File: config.mk
export PLATFORM = sky130hd
export DESIGN_NAME = tpzs_qmul
export DESIGN_NICKNAME = d
export VERILOG_FILES = /design/src/hw/rtl/tpzs_pkg.sv /design/src/hw/rtl/tpzs_qmul.sv
export SDC_FILE = /design/constraint.sdc
export NUM_CORES = 2
export LEC_CHECK = 0
export ABC_CLOCK_PERIOD_IN_PS = 18750
export BUFFER_PORTS_ARGS = -buffer_cell sky130_fd_sc_hd__buf_2
export CORE_MARGIN = 3
export CORE_UTILIZATION = 65
export CTS_CLUSTER_SIZE = 24
export DETAILED_ROUTE_END_ITERATION = 8
export MAX_ROUTING_LAYER = met4
export PLACE_DENSITY_LB_ADDON = 0.2
export SLEW_MARGIN = 20
export SYNTH_ARGS = -nofsm -noshare
export SYNTH_HDL_FRONTEND = slang
export SYNTH_SLANG_ARGS = --single-unit
export TNS_END_PERCENT = 10
File: constraint.sdc
create_clock -name i_clk -period 18.75 [get_ports i_clk]
set_clock_uncertainty 0.1 [all_clocks]
set_input_delay 2.8125 -clock i_clk [delete_from_list [all_inputs] [get_ports i_clk]]
set_output_delay 2.8125 -clock i_clk [all_outputs]
set_load 0.02 [all_outputs]
File: src/hw/rtl/tpzs_pkg.sv
// Shared types, constants and the quarter-wave sine table for the torus shader.
// No dependencies; every other file imports this package.
package tpzs_pkg;

    localparam int COLUMNS    = 80;
    localparam int ROWS       = 22;
    localparam int ANGLE_BITS = 10;
    localparam int DEPTH_BITS = 16;

    localparam int CELLS      = ROWS * COLUMNS;
    localparam int CELL_W     = 11;
    localparam int COL_W      = $clog2(COLUMNS);
    localparam int ROW_W      = $clog2(ROWS);
    localparam int SHADE_W    = 4;
    localparam int MEM_W      = DEPTH_BITS + SHADE_W;

    localparam int FRAC_BITS  = 16;
    localparam longint ONE    = 65536;
    localparam int EYE_OFFSET = 5;
    localparam int RING_RADIUS = 3;
    localparam int INTENSITY  = 8;
    localparam int X_ORIGIN   = 40;
    localparam int Y_ORIGIN   = 12;
    localparam int X_GAIN     = 30;
    localparam int Y_GAIN     = 15;
    localparam int BLANK      = 12;
    localparam int TOP_SHADE  = 11;
    localparam int BR_SHIFT   = FRAC_BITS - $clog2(INTENSITY);

    // fixed point working width (Q16, values stay well below 2^22)
    localparam int Q_W        = 24;
    // divider: dividend up to 2^(DEPTH_BITS+16), divisor is the positive denominator
    localparam int DIV_W      = DEPTH_BITS + FRAC_BITS + 2;
    localparam int DEN_W      = Q_W;

    localparam int QUARTER    = 1 << (ANGLE_BITS - 2);
    localparam int IDX_W      = ANGLE_BITS - 1;
    localparam int SIN_W      = FRAC_BITS + 1;

    typedef logic signed [Q_W-1:0] t_q;
    typedef logic [ANGLE_BITS-1:0] t_angle;
    typedef logic [SIN_W-1:0] t_sin_tab [0:QUARTER];

    typedef enum logic [1:0] {
        ACT_CLEAR = 2'd0,
        ACT_PLOT  = 2'd1,
        ACT_READ  = 2'd2,
        ACT_NOP   = 2'd3
    } t_action;

    typedef enum logic [1:0] {
        CFG_PITCH = 2'd0,
        CFG_YAW   = 2'd1
    } t_cfg_idx;

    typedef enum logic [3:0] {
        S_CLEAR,
        S_IDLE,
        S_TRIG,
        S_MUL,
        S_NUM,
        S_DIVGO,
        S_DIVWT,
        S_ADDR,
        S_RDA,
        S_RDB,
        S_DONE
    } t_state;

    // Q16 product truncated toward zero (elaboration only)
    function automatic longint qm(input longint a, input longint b);
        return (a * b) / ONE;
    endfunction

    // odd polynomial sine over a quarter turn, clamped to [0, 1.0]
    function automatic t_sin_tab build_sin_tab();
        t_sin_tab tab;
        longint t, t2, s;
        for (int i = 0; i <= QUARTER; i++) begin
            t  = longint'(i) * ONE / QUARTER;
            t2 = qm(t, t);
            s  = -307;
            s  = 5223 + qm(s, t2);
            s  = -42334 + qm(s, t2);
            s  = 102944 + qm(s, t2);
            s  = qm(s, t);
            if (s < 0) s = 0;
            if (s > ONE) s = ONE;
            tab[i] = SIN_W'(s);
        end
        return tab;
    endfunction

    localparam t_sin_tab SIN_TAB = build_sin_tab();

    // full-turn sine from the quarter table by quadrant folding
    function automatic t_q qsin(input t_angle p);
        logic [ANGLE_BITS-3:0] r;
        logic [IDX_W-1:0] idx;
        t_q s;
        r   = p[ANGLE_BITS-3:0];
        idx = p[ANGLE_BITS-2] ? (IDX_W'(QUARTER) - {1'b0, r}) : {1'b0, r};
        s   = Q_W'(SIN_TAB[idx]);
        return p[ANGLE_BITS-1] ? -s : s;
    endfunction

    function automatic t_q qcos(input t_angle p);
        return qsin(p + t_angle'(QUARTER));
    endfunction

endpackage

File: src/hw/rtl/tpzs_qmul.sv
// Registered Q16 multiplier shared by the whole transform sequence.
// Depends on tpzs_pkg for the fixed-point width.
module tpzs_qmul import tpzs_pkg::*; (
    input  logic i_clk,
    input  t_q   i_a,
    input  t_q   i_b,
    output t_q   o_p
);

    logic signed [2*Q_W-1:0] w_prod;
    logic signed [2*Q_W-1:0] w_adj;
    logic signed [2*Q_W-1:0] w_sh;
    t_q r_p;

    // truncate toward zero: bias negatives before the arithmetic shift
    assign w_prod = i_a * i_b;
    assign w_adj  = w_prod + (w_prod[2*Q_W-1] ? (2*Q_W)'(ONE - 1) : '0);
    assign w_sh   = w_adj >>> FRAC_BITS;

    always_ff @(posedge i_clk) begin
        r_p <= w_sh[Q_W-1:0];
    end

    assign o_p = r_p;

endmodule

==> impl_metrics.tcl <==
set metrics [dict create \
    antenna_found_initial 1 \
    die_width_um 192 \
    crit_top_cell "fa_1" \
    synth_commonest_cells "fa_1, inv_1, nand2_1" \
    grt_max_degree 25 \
    hold_path_depth 1 \
    synth_compound_area_share_pct 5.04 \
    grtUsageTotal_pct 32.2 \
    grt_use_met1_pct 39.3 \
    critical_path_required_ps 18790 \
    synth_edf_count 0 \
    wl_per_cell_um 19.1 \
    ys_seq_elements 24 \
    min_to "o_p[7]" \
    synthCells 2419 \
    grt_pass1_vias 17900 \
    period_needed_ps 12550 \
    dr_total_vias 16100 \
    synth_top_area_cell "fa_1" \
    setup.worst_path.end_class "flip-flop" \
    drtIter0Drc 819 \
    cp_max_fo 24 \
    ys_seq_area_share_pct 2.14 \
    cts_root_buffer "clkbuf_16" \
    synth_top_area_share_pct 54.2 \
    yosys_warnings 0 \
    cts_max_level 1 \
    postCtsSetupRepairBufs 0 \
    rsz0062_at_grt "no" \
    detailed_place_hpwl_um 46100 \
    cts-buffers-inserted 3 \
    hold_violations 0 \
    synth_fa_ha_area_share_pct 62.0 \
    clk_path_buf_depth 2 \
    drcViolationCount 0 \
    hold_class "reg2out" \
    cts_hold_buf 0 \
    die_h_um 192 \
    first_pass_iters 5 \
    synth-xor-area-share_pct 2.58 \
    rows 67 \
    netlist_area_mm2 0.0224 \
    areaGrowthSynthToFinish_pct 2.80 \
    start_util_pct 66.3 \
    status "completed" \
    drive_above_1_share_pct 4.55 \
    cts_sinks 24 \
    core-area_mm2 0.0338 \
    critPathSlowestCell "fa_1" \
    cap_violations 0 \
    drtAntennaViolNets 0 \
    cp.arrival_ps 12590 \
    num-fill-cells 2697 \
    synth_mux_area_share_pct 0.179 \
    yosys.area_share.simple_pct 16.1 \
    dieArea_mm2 0.0367 \
    syn_avg_cell_area_um2 9.26 \
    critPathMaxStageDelay_ps 890 \
    routed_wl_um 54300 \
    viasPerCell 5.68 \
    grt_pass1_wl_um 89900 \
    fmax_mhz 79.7 \
    portBuffers 72 \
    tns_ps 0 \
    slew_violations 0 \
    synth.most_common_cell "fa_1" \
    busiest_layer "met2" \
    startpoint_type "input pin" \
    synthesis.nets 3215 \
    overflow 0 \
    grt_util_met2_pct 54.9 \
    cts-resized-gates 0 \
    worst-setup-path-type "in2reg" \
    hp-start "o_p[7]$_DFF_P_" \
    nets 3191 \
    synthTopCellsByArea "fa_1, inv_1, ha_1, and2_1, nand2_1" \
    io_pins 73 \
    period_share_pct 66.9 \
    largest_register_ffs 24 \
    async_flop_share_pct 0 \
    use_met3_pct 3.03 \
    cts_tree "built" \
    synth-main-ff-cell "dfxtp_1" \
    clk_pin_slew_ps 60 \
    worst_pin_slew_ps 983 \
    place_congestion 0.925 \
    setup_viol 0 \
    synth_top_family_by_area "adder cells" \
    synth_cell_types 85 \
    slew-limit-headroom_pct 33.7 \
]
==> worst max-delay path: cells and delay by family <==
family          cells  cell delay, ps
xor+xnor            1             140
simple gates        5            1310
compound gates      9            2240
buf+inv             7            1270
fa+ha+maj           9            4800
==> kinds of logic (layout without fill, tap and decap cells) <==
kind of cell | after synthesis | after routing
AOI/OAI and AO/OA | 152 | 152
xor gates and xnor gates | 66 | 66
adders and majority gates | 747 | 747
buffers and inverters | 706 | 681
DFF | 24 | 24
muxes | 4 | 4
other | 0 | 1
and+or+nand+nor | 720 | 720
==> layout by cell type, fill, tap and decap left out, types with 4 or more instances in the layout <==
cell,n
buf_4,4
xnor2_1,48
nand2b_1,12
and3_1,4
nand3_1,16
xor2_1,18
inv_1,600
o21bai_1,5
a21o_1,11
o31a_1,4
o21ai_0,26
dfxtp_1,24
mux2i_1,4
nor3b_1,4
ha_1,140
nand2_1,344
buf_2,72
a21oi_1,42
nor2_1,40
fa_1,607
nor3_1,6
and2_1,247
nand4_1,10
a211o_1,4
o21a_1,8
==> how the worst max path moves through the flow <==
stage / startpoint / end / depth (start not counted)
after detailed placement: i_a[23] / o_p[11]$_DFF_P_ / 31
after global routing: i_a[23] / o_p[11]$_DFF_P_ / 30
after CTS: i_b[0] / o_p[11]$_DFF_P_ / 31
after global placement: i_b[0] / o_p[11]$_DFF_P_ / 31
final: i_b[0] / o_p[11]$_DFF_P_ / 31
after floorplan: i_a[23] / o_p[11]$_DFF_P_ / 31
==> stage by stage <==
step / setup WS [ps] / instances / util [%] / hold WS, ps / cell area, um^2
2_1_floorplan: 7090 / 2419 / - / 3050 / 22400
3_3_place_gp: 6220 / 2838 / 67.9 / 3130 / 22900
3_5_place_dp: 6000 / 2838 / 67.9 / 3130 / 22900
4_1_cts: 6250 / 2842 / 68.2 / 3420 / 23000
5_1_grt: 5580 / 2843 / 68.2 / 3440 / 23000
6_report: 6200 / 2843 / 68.2 / 3410 / 23000
==> layer usage <==
layer / up-vias / part of all wire, %
met5: - / 0
met3: 168 / 5.2
li1: 6987 / -
met2: 562 / 53
met1: 8432 / 37
met4: 0 / 5.5
==> area by class of cell <==
cell class	instances	area, um^2	share of cell area (%)
Antenna cell	1	2.50	0.0109
Clock buffer	4	88.8	0.386
Inverter	601	2260	9.79
Multi-Input combinational cell	1689	19300	83.6
Sequential cell	24	480	2.09
Tap cell	448	561	2.43
Timing Repair Buffer	76	390	1.69
Power is left out: the tool's default activity adds up to more than one toggle a clock period on the data nets, which glitch-free logic cannot reach.
