**src/hw/rtl/tpzs_pkg.sv**
```systemverilog
// Shared types, constants and the quarter-wave sine table for the torus shader.
// No dependencies; every other file imports this package.
package tpzs_pkg;

    localparam int COLUMNS    = 80;
    localparam int ROWS       = 22;
    localparam int ANGLE_BITS = 10;
    localparam int DEPTH_BITS = 16;

    localparam int CELLS      = ROWS * COLUMNS;
    localparam int CELL_W     = 11;
    localparam int COL_W      = $clog2(COLUMNS);
    localparam int ROW_W      = $clog2(ROWS);
    localparam int SHADE_W    = 4;
    localparam int MEM_W      = DEPTH_BITS + SHADE_W;

    localparam int FRAC_BITS  = 16;
    localparam longint ONE    = 65536;
    localparam int EYE_OFFSET = 5;
    localparam int RING_RADIUS = 3;
    localparam int INTENSITY  = 8;
    localparam int X_ORIGIN   = 40;
    localparam int Y_ORIGIN   = 12;
    localparam int X_GAIN     = 30;
    localparam int Y_GAIN     = 15;
    localparam int BLANK      = 12;
    localparam int TOP_SHADE  = 11;
    localparam int BR_SHIFT   = FRAC_BITS - $clog2(INTENSITY);

    // fixed point working width (Q16, values stay well below 2^22)
    localparam int Q_W        = 24;
    // divider: dividend up to 2^(DEPTH_BITS+16), divisor is the positive denominator
    localparam int DIV_W      = DEPTH_BITS + FRAC_BITS + 2;
    localparam int DEN_W      = Q_W;

    localparam int QUARTER    = 1 << (ANGLE_BITS - 2);
    localparam int IDX_W      = ANGLE_BITS - 1;
    localparam int SIN_W      = FRAC_BITS + 1;

    typedef logic signed [Q_W-1:0] t_q;
    typedef logic [ANGLE_BITS-1:0] t_angle;
    typedef logic [SIN_W-1:0] t_sin_tab [0:QUARTER];

    typedef enum logic [1:0] {
        ACT_CLEAR = 2'd0,
        ACT_PLOT  = 2'd1,
        ACT_READ  = 2'd2,
        ACT_NOP   = 2'd3
    } t_action;

    typedef enum logic [1:0] {
        CFG_PITCH = 2'd0,
        CFG_YAW   = 2'd1
    } t_cfg_idx;

    typedef enum logic [3:0] {
        S_CLEAR,
        S_IDLE,
        S_TRIG,
        S_MUL,
        S_NUM,
        S_DIVGO,
        S_DIVWT,
        S_ADDR,
        S_RDA,
        S_RDB,
        S_DONE
    } t_state;

    // Q16 product truncated toward zero (elaboration only)
    function automatic longint qm(input longint a, input longint b);
        return (a * b) / ONE;
    endfunction

    // odd polynomial sine over a quarter turn, clamped to [0, 1.0]
    function automatic t_sin_tab build_sin_tab();
        t_sin_tab tab;
        longint t, t2, s;
        for (int i = 0; i <= QUARTER; i++) begin
            t  = longint'(i) * ONE / QUARTER;
            t2 = qm(t, t);
            s  = -307;
            s  = 5223 + qm(s, t2);
            s  = -42334 + qm(s, t2);
            s  = 102944 + qm(s, t2);
            s  = qm(s, t);
            if (s < 0) s = 0;
            if (s > ONE) s = ONE;
            tab[i] = SIN_W'(s);
        end
        return tab;
    endfunction

    localparam t_sin_tab SIN_TAB = build_sin_tab();

    // full-turn sine from the quarter table by quadrant folding
    function automatic t_q qsin(input t_angle p);
        logic [ANGLE_BITS-3:0] r;
        logic [IDX_W-1:0] idx;
        t_q s;
        r   = p[ANGLE_BITS-3:0];
        idx = p[ANGLE_BITS-2] ? (IDX_W'(QUARTER) - {1'b0, r}) : {1'b0, r};
        s   = Q_W'(SIN_TAB[idx]);
        return p[ANGLE_BITS-1] ? -s : s;
    endfunction

    function automatic t_q qcos(input t_angle p);
        return qsin(p + t_angle'(QUARTER));
    endfunction

endpackage

```
**src/hw/rtl/tpzs_div.sv**
```systemverilog
// Iterative signed divider, one quotient bit per cycle, truncating toward zero.
// Depends on tpzs_pkg for widths; divisor is always positive.
module tpzs_div import tpzs_pkg::*; (
    input  logic                    i_clk,
    input  logic                    i_rst_n,
    input  logic                    i_start,
    input  logic signed [DIV_W-1:0] i_num,
    input  logic [DEN_W-1:0]        i_den,
    output logic                    o_done,
    output logic signed [DIV_W-1:0] o_quo
);

    localparam int CNT_W = $clog2(DIV_W);

    logic             r_busy;
    logic             r_done;
    logic [CNT_W-1:0] r_cnt;
    logic [DEN_W:0]   r_rem;
    logic [DIV_W-1:0] r_quo;
    logic [DEN_W-1:0] r_den;
    logic             r_neg;

    logic [DEN_W:0]   w_sh;
    logic [DEN_W:0]   w_diff;
    logic             w_ge;

    // restoring step: shift in next dividend bit, subtract when it fits
    assign w_sh   = {r_rem[DEN_W-1:0], r_quo[DIV_W-1]};
    assign w_ge   = (w_sh >= {1'b0, r_den});
    assign w_diff = w_sh - {1'b0, r_den};

    always_ff @(posedge i_clk) begin
        if (!i_rst_n) begin
            r_busy <= 1'b0;
            r_done <= 1'b0;
            r_cnt  <= '0;
        end else begin
            r_done <= 1'b0;
            if (i_start) begin
                r_busy <= 1'b1;
                r_cnt  <= '0;
            end else if (r_busy) begin
                r_cnt <= r_cnt + 1'b1;
                if (r_cnt == CNT_W'(DIV_W - 1)) begin
                    r_busy <= 1'b0;
                    r_done <= 1'b1;
                end
            end
        end
    end

    // datapath
    always_ff @(posedge i_clk) begin
        if (i_start) begin
            r_quo <= i_num[DIV_W-1] ? DIV_W'(-i_num) : DIV_W'(i_num);
            r_neg <= i_num[DIV_W-1];
            r_rem <= '0;
            r_den <= i_den;
        end else if (r_busy) begin
            r_rem <= w_ge ? w_diff : w_sh;
            r_quo <= {r_quo[DIV_W-2:0], w_ge};
        end
    end

    assign o_done = r_done;
    assign o_quo  = r_neg ? -$signed(r_quo) : $signed(r_quo);

endmodule
```
**config.mk**
```make
export PLATFORM = sky130hd
export DESIGN_NAME = tpzs_div
export DESIGN_NICKNAME = d
export VERILOG_FILES = /design/src/hw/rtl/tpzs_pkg.sv /design/src/hw/rtl/tpzs_div.sv
export SDC_FILE = /design/constraint.sdc
export NUM_CORES = 1
export LEC_CHECK = 0
export BUFFER_PORTS_ARGS = -buffer_cell sky130_fd_sc_hd__buf_2
export CORE_MARGIN = 1.5
export CORE_UTILIZATION = 50
export DETAILED_ROUTE_END_ITERATION = 16
export GPL_TIMING_DRIVEN = 0
export PLACE_DENSITY = 0.75
export SLEW_MARGIN = 25
export SYNTH_ARGS = -nofsm -noshare
export SYNTH_HDL_FRONTEND = slang
export SYNTH_SLANG_ARGS = --single-unit
export TNS_END_PERCENT = 30
```
**constraint.sdc**
```tcl
create_clock -name i_clk -period 3.7 [get_ports i_clk]
set_input_delay 0.74 -clock i_clk [delete_from_list [all_inputs] [get_ports i_clk]]
set_output_delay 0.74 -clock i_clk [all_outputs]
set_load 0.01 [all_outputs]
```
==> impl_results.md, run 1 <==
* Yosys top cell by area: edfxtp_1
* Initial Util at 0.5099
* Max-Cap Viols at 0
* Total chip power at 0.003008 W
* Largest family of logic cells by synthesized area: compound AO/OA/AOI/OAI gates
* Worst path required time at 2.96 ns
* CP Capture Type: output port
* Status: finished, violations left
* Syn Inst Count at 684
* Netlist cell types at 58
* Die Area at 12870 um^2
* Core Region at 11960 um^2
* Fmax at 223.9 MHz
* 1st-iter DRT viols at 535
* Worst Hold Class: register to register
* Share of cells above drive strength 1 at 0.1809
* Worst-margin pin slew at 0.8398 ns
* Setup CP Type: register to output port
* Most frequent cells after synthesis: nor2_1 (69), nand2_1 (67), a21oi_1 (60)
* # hold bufs at CTS at 0
* Cts bufs inserted at 9
* First-pass iteration count of the detailed router at 6
* Post-route clock period utilization at 1.207
* Root Driver: clkbuf_16
* Non-Filler Instances at 954
* Final nets at 892
* Seq cells post-synth at 91
* Area grow syn2layout at 18.91%
* Total GRT Usage at 0.2526
* Clk_lat worst skew at 0.35 ns
* Failing checks: negative setup slack
* Number of port buffers at 95
* Largest net degree at the start of global routing at 35
* Die Y at 113.5 um
* Setup Skew at 0.01010 ns
* Vias in the first global route at 5389
* Placed insts at 926
* Minimum clock period at 4.466 ns
* Compound-Gate Fraction of Synth Area at 0.1977
* Routed via count at 5726
* Max Slew Vio Count at 0
* Share of synthesized registers carrying an async set or reset at 0
* Longest Clk Path Bufs at 2
* First-pass GRT wire length at 25.80 mm
* Count leader, synth: nor2_1
* FP Rows at 40
* Post-synthesis mux area share at 0.008410
* Largest fanout on the critical path at 4
* Synth Area in Adders at 0.06072
* # setup viols final at 7
* Grt ovf at 0
* Pwr/cell area at 414.7 nW/um^2
* RD Place Congestion at 0.9254
* Synth Net Count at 774
* XOR/XNOR Fraction of Synth Area at 0.1235
* Warnings from Yosys at 0
* EDFF count, synth at 59
* RSZ-0062 raised after global routing: true
* Post-DP HPWL at 12.04 mm
* TritonCTS clock tree: yes
* Diode count at 0
* Wire per inst at 17.31 um
* Worst EP arrival at 3.73 ns
* Htree depth at 3
* Top-area cell type share of the netlist area at 0.2905
* Mean Syn Cell Area at 8.918 um^2
* Worst hold slack at 0.4961 ns
* Max VDD drop at 309.4 uV
* Clk sink count at 91
* Total Wirelength at 16.51 mm
* Ys flop type: edfxtp_1
* Reg clk slew, reported paths at 0.06 ns
* Setup WS post-layout at -0.7664 ns
* Post-synthesis sequential area ratio at 0.3955
* Die Span X at 113.5 um
* Synth top area cells: edfxtp_1 (29%), dfxtp_1 (11%), xor2_1 (6.5%)
* Worst relative slew slack at 0.4401
* Via density at 6.002
* Pre-CTS setup slack at -0.5325 ns
* LEAKAGE at 2.906 nW
* Startpoint types: register
* Initial antenna violation count at 0
* Io pins at 96
* Simple-gate portion of the synthesized area at 0.1717
* ANT nets after route at 0
* Final Hold Fails at 0
* DRC at 0
* Synthesized cell area at 6100 um^2
path summary, 6_finish.rpt:
check,start,to,slack [ns],cells past startpoint
max,r_quo[0]$_DFFE_PP_,o_quo[32],-0.77,11
min,r_rem[3]$_SDFFE_PP0P_,r_rem[4]$_SDFFE_PP0P_,0.50,2
max reg2reg,r_den[1]$_DFFE_PP_,r_rem[8]$_SDFFE_PP0P_,0.33,11
min reg2reg,r_rem[3]$_SDFFE_PP0P_,r_rem[4]$_SDFFE_PP0P_,0.50,2
report_power, final:
| group | switching (W) | internal (W) |
|---|---|---|
| Clock | 0.000375 | 0.000560 |
| Combinational | 0.000465 | 0.000332 |
| Sequential | 0.0000877 | 0.00119 |
| Total | 0.000928 | 0.00208 |
placed cells by master (no fill, tap or decap), types with 11 or more instances in the layout:
cell / netlist / routed
buf_2: 0 / 95
nor2_1: 69 / 69
nand2_1: 67 / 67
a21oi_1: 60 / 59
edfxtp_1: 59 / 59
xor2_1: 45 / 45
o21ai_0: 47 / 44
inv_1: 43 / 40
xnor2_1: 41 / 40
dfxtp_1: 32 / 32
ha_1: 28 / 27
clkbuf_1: 23 / 26
nand3_1: 16 / 16
o31ai_1: 16 / 14
a311oi_1: 12 / 12
buf_4: 1 / 12
or4_1: 11 / 11
flip-flops by register name, indices dropped and copies added, names as in the netlist:
signal	flops
r_busy	1
r_den	24
r_neg	1
r_rem	24
r_quo	34
o_done	1
r_cnt	6
repair_timing:
action	in CTS	in global routing
pin swaps	3	3
buffers inserted	6	6
endpoints found under the setup margin	9	17
gates resized for setup	9	13
layer usage:
layer,share of wire,track usage,wire [um]
met5,0,0,0
met2,0.49,0.4412,8110
met1,0.42,0.3086,6958
met3,0.054,0.03507,890
met4,0.033,0.1217,551
worst max-delay path, cell delays in order, from the launching register on:
cell and delay, ns:
edfxtp_1 0.42, inv_2 0.10, ha_4 0.13, or4b_4 0.45
or3_4 0.36, or3_4 0.40, or4_4 0.45, or3_4 0.38
nand2b_4 0.17, o31ai_4 0.22, xnor2_2 0.14, buf_2 0.15
stage by stage:
stage	utilization	setup TNS [ns]	area (um^2)
after detailed placement	0.5663	-1.710	6774
after CTS	0.5976	-3.660	7148
after floorplan	-	-0.3720	6110
after global placement	0.5659	-1.518	6769
final	0.6064	-3.864	7253
after global routing	0.6064	-4.347	7253
layout make-up:
class / count / area, um^2
Timing Repair Buffer: 107 / 569.3
Multi-Input combinational cell: 525 / 3530
Clock buffer: 14 / 264.0
Inverter: 43 / 161.4
Fill cell: 1056 / 4708
Tap cell: 147 / 183.9
Clock inverter: 2 / 35.03
Buffer: 25 / 97.59
Sequential cell: 91 / 2412
cells by family (layout without fill, tap and decap cells):
family	after synthesis	after routing
and+or+nand+nor	217	217
adders and majority gates	29	29
buffers and inverters	68	191
AOI/OAI and AO/OA	188	188
xor gates and xnor gates	86	86
muxes	5	5
DFF	91	91
(Power assumes the default switching activity.)
==> run 2: changes to the inputs <==
CORE_MARGIN = unset   (was 1.5)
CTS_BUF_LIST = sky130_fd_sc_hd__clkbuf_16   (was unset)
==> impl_results.md, run 2 (synthesis gave the netlist of run 1 again) <==
* RD Place Congestion at 0.9197 (-0.62%)
* Setup CP Type: register to output port
* Share of cells above drive strength 1 at 0.1766 (-0.004300)
* Post-DP HPWL at 11.74 mm (-2.5%)
* FP Rows at 39 (-2.5%)
* Pwr/cell area at 418.9 nW/um^2 (+1.0%)
* CP max stage cell: or4b_4
* Psw at 0.0009569 W (+3.1%)
* TritonCTS clock tree: yes
* Fmax at 222.6 MHz (-0.58%)
* LEAKAGE at 2.897 nW (-0.29%)
* Largest regs: r_quo: 34 flops, r_den: 24 flops, r_rem: 24 flops
* ANT nets after route at 0 (unchanged)
* Htree depth at 3 (unchanged)
* Max-Cap Viols at 0 (unchanged)
* Commonest non-fill, non-tap cell in the layout: buf_2
* Die Y at 112.5 um (-0.88%)
* Top cell family by delay on the critical path: simple AND/OR/NAND/NOR gates
* RSZ-0062 raised after global routing: true
* Vias in the first global route at 5473 (+1.6%)
* Most used cell, CP: or3_4
* Crit-path cells: inv_1 > ha_2 > or4b_4 > or3_4 > or3_4 > or4_4 > or3_4 > nand2b_4 > o31ai_4 > xnor2_2 > buf_2
* Worst-margin pin slew at 0.8293 ns (-0.01048 ns)
* Worst EP arrival at 3.75 ns (+0.02 ns)
* Io pins at 96 (unchanged)
* Reg clk slew, reported paths at 0.07 ns (about the same)
* Area of the multi-input gates at 3532 um^2 (about the same)
* Initial Util at 0.5230 (+0.01308)
* Largest fanout on the critical path at 3 (-1)
* Core Region at 11660 um^2 (-2.5%)
* Pre-CTS setup slack at -0.5619 ns (-0.02933 ns)
* First-pass GRT wire length at 25.81 mm (about the same)
* Reg area at 2412 um^2 (unchanged)
* Initial antenna violation count at 0 (unchanged)
* Longest Clk Path Bufs at 2 (unchanged)
* Total Wirelength at 16.25 mm (-1.6%)
* Final Hold Fails at 0 (unchanged)
* Grt ovf at 0 (unchanged)
* Clk_lat worst skew at 0.35 ns (about the same)
* 1st-iter DRT viols at 495 (-7.5%)
* # hold bufs at CTS at 0 (unchanged)
* Non-Filler Cell Area, Final at 7242 um^2 (-0.16%)
* Flop pwr share at 0.422 (-0.002)
* Most frequent cells in the layout: buf_2 (95), nor2_1 (69), nand2_1 (67)
* Status: finished, violations left
* Number of flip-flops in the largest register at 34 (unchanged)
* Startpoint types: register
* Setup WS post-layout at -0.7923 ns (-0.02588 ns)
* Worst path required time at 2.96 ns (about the same)
* Routed via count at 5691 (-0.61%)
* Worst relative slew slack at 0.4471 (+0.006990)
* Number of port buffers at 95 (unchanged)
* Pint at 0.002077 W (-0.17%)
* Worst path bufs/invs at 2 (unchanged)
* DRC at 0 (unchanged)
* Max VDD drop at 225.6 uV (-27%)
* Die Area at 12650 um^2 (-1.8%)
* DP Area at 6769 um^2 (about the same)
* Largest net degree at the start of global routing at 35 (unchanged)
* Post-route clock period utilization at 1.214 (+0.006994)
* Non-Filler Instances at 947 (-0.73%)
* Area grow syn2layout at 18.73%
* Total GRT Usage at 0.2585 (+0.005939)
* Via density at 6.010 (+0.12%)
* Post-Route Setup TNS at -4.009 ns (-0.1450 ns)
* First-pass iteration count of the detailed router at 5 (-1)
* Total chip power at 0.003034 W (+0.85%)
* CP Capture Type: output port
* # setup viols final at 7 (unchanged)
* Clk sink count at 91 (unchanged)
* Worst Hold Class: register to register
* Cts bufs inserted at 9 (unchanged)
* Minimum clock period at 4.492 ns (+0.02588 ns)
* Die Span X at 112.5 um (-0.88%)
* Comb pwr share at 0.260 (-0.005)
* Root Driver: clkbuf_16
* Max Slew Vio Count at 0 (unchanged)
* Final nets at 889 (-0.34%)
* CP max stage delay at 0.46 ns (about the same)
* Failing checks: negative setup slack
* # fillers at 983 (-6.9%)
* Placed insts at 922 (-0.43%)
* Clock Power Share at 0.318 (+0.007)
* Diode count at 0 (unchanged)
* Largest Register: r_quo
* Setup Skew at 0.01038 ns (+0.0002821 ns)
* Wire per inst at 17.16 um (-0.84%)
* Sw Ratio at 0.3154 (+0.007005)
==> run 2: per-layer routing <==
| layer | global-route usage | vias to the layer above | share of wire |
|---|---|---|---|
| li1 | - | 2721 | - |
| met1 | 0.3323 | 2697 | 0.43 |
| met2 | 0.4385 | 237 | 0.49 |
| met3 | 0.02268 | 36 | 0.061 |
| met4 | 0.1289 | 0 | 0.022 |
| met5 | 0 | - | 0 |
==> run 2: path summary, 6_finish.rpt <==
kind	from	to	slack, ns	cells past startpoint
worst min-delay path	r_rem[21]$_SDFFE_PP0P_	r_rem[21]$_SDFFE_PP0P_	0.49	2
worst max-delay path	r_quo[0]$_DFFE_PP_	o_quo[32]	-0.79	11
worst max register to register	r_den[1]$_DFFE_PP_	r_rem[9]$_SDFFE_PP0P_	0.23	11
worst min register to register	r_rem[21]$_SDFFE_PP0P_	r_rem[21]$_SDFFE_PP0P_	0.49	2
==> run 2: worst reg2reg max path: stages (launching register included) <==
cell	delay (ns)
edfxtp_1	0.42
inv_1	0.09
ha_1	0.24
nor2b_1	0.15
o2111a_1	0.25
o31ai_1	0.42
a21oi_1	0.17
o22ai_1	0.49
o31a_1	0.30
clkbuf_1	0.43
nand2_1	0.13
a311oi_1	0.30
==> run 2: power by group through the flow <==
stage                     Clock (W)  Sequential [W]  Combinational [W]
after floorplan                   0         0.00127           0.000522
after global placement            0         0.00129           0.000730
after detailed placement          0         0.00129           0.000756
after CTS                  0.000973         0.00127           0.000771
after global routing        0.00101         0.00129           0.000865
final                      0.000965         0.00128           0.000789
==> run 2: cell type report <==
class / instances / area share
Clock inverter: 6 / 0.008639
Multi-Input combinational cell: 525 / 0.4877
Tap cell: 143 / 0.02471
Timing Repair Buffer: 104 / 0.07550
Clock buffer: 10 / 0.03455
Sequential cell: 91 / 0.3331
Inverter: 43 / 0.02229
Buffer: 25 / 0.01348
==> run 2: what timing repair did <==
action                                  CTS  global route
pin swaps                                 3             9
buffers inserted                          6             3
endpoints found under the setup margin   10            19
resized for setup                         9            11
==> run 2: through the flow <==
step                      hold slack, ns  utilization
final                             0.4901       0.6210
after global routing              0.5153       0.6210
after CTS                         0.4986       0.6128
after detailed placement          0.4852       0.5804
after global placement            0.4724       0.5800
after floorplan                   0.4428            -
